[src/rtl/sacl_pkg.sv]
// ----------------------------------------------------------------------------
// sacl_pkg
// Shared types, codes and helpers for the set associative cache LRU simulator.
// ----------------------------------------------------------------------------
package sacl_pkg;

    localparam int AGE_W   = 3;
    localparam int CNT_W   = 32;
    localparam int REQ_W   = 2;
    localparam int CIDX_W  = 2;
    localparam int CDAT_W  = 6;

    localparam logic [AGE_W-1:0] AGE_MAX = '1;
    localparam logic [CNT_W-1:0] CNT_MAX = '1;

    localparam logic [REQ_W-1:0] REQ_LOAD   = 2'd0;
    localparam logic [REQ_W-1:0] REQ_STORE  = 2'd1;
    localparam logic [REQ_W-1:0] REQ_MODIFY = 2'd2;

    localparam logic [CIDX_W-1:0] CFG_SET_BITS   = 2'd0;
    localparam logic [CIDX_W-1:0] CFG_BLOCK_BITS = 2'd1;
    localparam logic [CIDX_W-1:0] CFG_WAYS       = 2'd2;

    typedef enum logic [1:0] {
        ST_IDLE,
        ST_READ,
        ST_UPDATE
    } t_state;

    typedef struct packed {
        logic load_req;
        logic read;
        logic update;
        logic last;
    } t_ctl_cmd;

    typedef struct packed {
        logic out_free;
    } t_dp_status;

    function automatic logic [AGE_W-1:0] age_inc(input logic [AGE_W-1:0] a);
        return (a == AGE_MAX) ? a : a + AGE_W'(1);
    endfunction

    function automatic logic [CNT_W-1:0] sat_inc(input logic [CNT_W-1:0] v);
        return (v == CNT_MAX) ? v : v + CNT_W'(1);
    endfunction

endpackage

[src/rtl/sacl_ctrl.sv]
// ----------------------------------------------------------------------------
// sacl_ctrl
// Sequencer: takes a request, runs one or two read/update passes per access request, none for a reserved kind.
// ----------------------------------------------------------------------------
module sacl_ctrl (
    input  logic                          i_clk,
    input  logic                          i_rst_n,
    input  logic                          i_in_valid,
    input  logic [sacl_pkg::REQ_W-1:0]    i_req_type,
    output logic                          o_in_ready,
    input  sacl_pkg::t_dp_status          i_status,
    output sacl_pkg::t_ctl_cmd            o_cmd
);

    sacl_pkg::t_state r_state, n_state;
    logic             r_two, n_two;
    logic             is_access;
    logic             is_modify;

    assign is_modify = (i_req_type == sacl_pkg::REQ_MODIFY);
    assign is_access = (i_req_type == sacl_pkg::REQ_LOAD) ||
                       (i_req_type == sacl_pkg::REQ_STORE) || is_modify;

    always_ff @(posedge i_clk) begin
        if (!i_rst_n) begin
            r_state <= sacl_pkg::ST_IDLE;
            r_two   <= 1'b0;
        end else begin
            r_state <= n_state;
            r_two   <= n_two;
        end
    end

    always_comb begin
        n_state    = r_state;
        n_two      = r_two;
        o_cmd      = '0;
        o_in_ready = 1'b0;
        case (r_state)
            sacl_pkg::ST_IDLE: begin
                o_in_ready = 1'b1;
                if (i_in_valid) begin
                    o_cmd.load_req = 1'b1;
                    if (is_access) begin
                        n_state = sacl_pkg::ST_READ;
                        n_two   = is_modify;
                    end
                end
            end
            sacl_pkg::ST_READ: begin
                o_cmd.read = 1'b1;
                n_state    = sacl_pkg::ST_UPDATE;
            end
            sacl_pkg::ST_UPDATE: begin
                if (i_status.out_free) begin
                    o_cmd.update = 1'b1;
                    o_cmd.last   = !r_two;
                    if (r_two) begin
                        n_two   = 1'b0;
                        n_state = sacl_pkg::ST_READ;
                    end else begin
                        o_in_ready = 1'b1;
                        n_state    = sacl_pkg::ST_IDLE;
                        if (i_in_valid) begin
                            o_cmd.load_req = 1'b1;
                            if (is_access) begin
                                n_state = sacl_pkg::ST_READ;
                                n_two   = is_modify;
                            end
                        end
                    end
                end
            end
            default: begin
                n_state = sacl_pkg::ST_IDLE;
            end
        endcase
    end

endmodule

[config.mk]
export PLATFORM = sky130hd
export DESIGN_NAME = sacl_ctrl
export DESIGN_NICKNAME = d
export VERILOG_FILES = /design/src/rtl/sacl_pkg.sv /design/src/rtl/sacl_ctrl.sv
export SDC_FILE = /design/constraint.sdc
export NUM_CORES = 1
export LEC_CHECK = 0
export ABC_AREA = 1
export BUFFER_PORTS_ARGS = -buffer_cell sky130_fd_sc_hd__buf_2
export CORE_AREA = 2 2 39 41
export CTS_CLUSTER_DIAMETER = 60
export DETAILED_ROUTE_END_ITERATION = 16
export DIE_AREA = 0 0 41 43
export MAX_ROUTING_LAYER = met4
export SLEW_MARGIN = 30
export SYNTH_ARGS = -nofsm -noshare
export SYNTH_HDL_FRONTEND = slang
export SYNTH_SLANG_ARGS = --single-unit
[constraint.sdc]
create_clock -name i_clk -period 2.85 [get_ports i_clk]
set_clock_uncertainty 0.05 [all_clocks]
set_input_delay 0.285 -clock i_clk [delete_from_list [all_inputs] [get_ports i_clk]]
set_output_delay 0.285 -clock i_clk [all_outputs]
set_load 0.1 [all_outputs]
==> out/metrics.yaml <==
floorplan:
  fp.dieH_um: 43
  die_w_um: 41
  die_area_mm2: 0.00176
  core-area_mm2: 0.00138
  ioPinCount: 11
  start_util_pct: 17.2
  rows: 14
power:
  finalPower_mw: 0.234
  static-leakage-power_nw: 0.187
  power.density_mw_per_mm2: 715
  peakVddDrop_mv: 0.156
setup_path:
  cp.required_ps: 2520
  crit_path_max_fanout: 3
  path_buf_inv: 3
  path_delay_family: "buffers and inverters"
  path_class: "flip-flop to output port"
  path_cells: "inv_2 > nor2_4 > nand2_2 > clkinv_2 > nand2_4 > a21boi_2 > buf_2"
  cp.arrival_ps: 1450
  max_stage_delay_ps: 430
  cp_slowest_cell: "buf_2"
  crit_path_end_kind: "output port"
  cp-start-kind: "flip-flop"
flow_run:
  cap_viol_max_count: 0
global_routing:
  grt_pass1_vias: 203
  grt_pass1_wl_um: 607
  gr-total-overflow: 0
  grt.total_usage_pct: 5.75
  antenna_found_initial: 0
  grt_max_degree: 5
timing:
  fin_setup_tns_ps: 0
  finalHoldViolations: 0
  fin_ws_ps: 1070
  maxSlewViolCount: 0
  fin_crit_ps: 1780
  fmax_mhz: 561
  whs_ps: 261
  setup_viol: 0
  rsz0062_at_grt: "false"
  period_share_pct: 62.5
  slew_headroom_pct: 67.9
  tightest_slew_ps: 485
cts:
  cts.reportedPaths.clkPinSlew_ps: 40
  clk_latency_ps: 230
  cts_tree: "yes"
  cts_made_buffers: 3
  cts.sink_count: 3
  post_cts_buffers: 0
  htree_levels: 1
  cts_resized: 0
  hold_buffers: 0
  cts_root_buf: "clkbuf_4"
  clk_path_buf_depth: 2
yosys:
  yosysWarningCount: 0
  synth-seq-cells: 3
  synth.net_count: 44
  avgSynthCellArea_um2: 6.26
  synthCells: 38
  seq_area_frac_synth_pct: 25.3
  syn_area_um2: 238
  ys_types: 16
placed_design:
  dp_slack_ps: 1290
  placed_cell_area_um2: 300
  place_congestion: 0.694
  numPortBuffers: 10
  placed_cells: 63
cells_and_area:
  final_net_count: 58
  area_delta_synth_final_pct: 37.4
  design_area_um2: 327
  most-common-layout-cells: "10 x nand2_1, 10 x buf_2, 4 x inv_1, 4 x inv_2"
  stdcell_count: 67
  diodes: 0
  layout-drive-gt1-share_pct: 47.1
  final_util_pct: 23.6
hold_path:
  hold_class: "primary input to flip-flop"
status:
  run_status: "completed"
route:
  num_vias: 241
  via_per_inst: 3.60
  avgRoutedWirePerCell_um: 6.24
  drt_first_pass_iters: 2
  route.detailed.drc: 0
  drtIter0Drc: 1
  routed_wirelength_um: 418
  drtAntennaViolNets: 0
## state kept, by name, indices dropped and copies added, names as in the netlist
register / count
r_state: 2
r_two: 1
## worst paths after layout
kind	start	end	slack, ps	cells after the start
worst max-delay path	r_state[1]$_SDFFE_PN0P_	o_cmd[3]	1070	7
worst min-delay path	i_rst_n	r_two$_SDFFE_PN0P_	260	3
worst max register to register	r_state[0]$_SDFFE_PN0P_	r_two$_SDFFE_PN0P_	1860	6
worst min register to register	r_two$_SDFFE_PN0P_	r_state[0]$_SDFFE_PN0P_	510	2
## kinds of logic (layout without fill, tap and decap cells)
| group | after synthesis | after routing | synth area share [%] |
|---|---|---|---|
| buffers and inverters | 11 | 24 | 19.5 |
| and+or+nand+nor | 20 | 20 | 41.6 |
| DFF | 3 | 3 | 25.3 |
| AOI/OAI and AO/OA | 4 | 4 | 13.7 |
## where the power goes
part / internal [mW] / switching, mW / leakage (nW)
clock: 0.0524 / 0.0207 / 0.0150
combinational: 0.0216 / 0.0872 / 0.147
sequential: 0.0475 / 0.00430 / 0.0247
total: 0.121 / 0.112 / 0.187
## synth_stat cells
cell type / n / area (um^2)
nor2_4: 1 / 11.3
clkinv_1: 1 / 3.75
nand2_2: 1 / 6.26
a21boi_2: 2 / 22.5
nand2_1: 10 / 37.5
buf_4: 1 / 7.51
inv_2: 4 / 15.0
dfxtp_1: 3 / 60.1
nand3_1: 3 / 15.0
a21oi_1: 1 / 5.00
inv_1: 4 / 15.0
nor2_2: 1 / 6.26
clkinv_2: 1 / 5.00
nand2_4: 1 / 11.3
nor2_1: 3 / 11.3
o21ai_0: 1 / 5.00
## layer usage
metal | track usage [%] | wire length [um] | up-vias
met5 | - | 0 | -
met4 | 6.00 | 0 | 0
met3 | 3.14 | 33 | 0
met2 | 9.38 | 223 | 6
met1 | 3.51 | 160 | 98
li1 | - | - | 137
## worst register-to-register path, stage by stage, from the launching register on
cell	delay [ps]
dfxtp_1	330
nor2_1	190
nand3_1	110
nand2_1	70
nand2_1	50
inv_2	50
nor2_2	30
## layout make-up
class,count,area (um^2)
clock buffer,4,26.3
fill,164,1060
inverter,10,38.8
multi-input combinational,24,131
sequential,3,60.1
tap,16,20.0
timing repair buffer,10,50.0
Power figures use the tool's default switching activity.
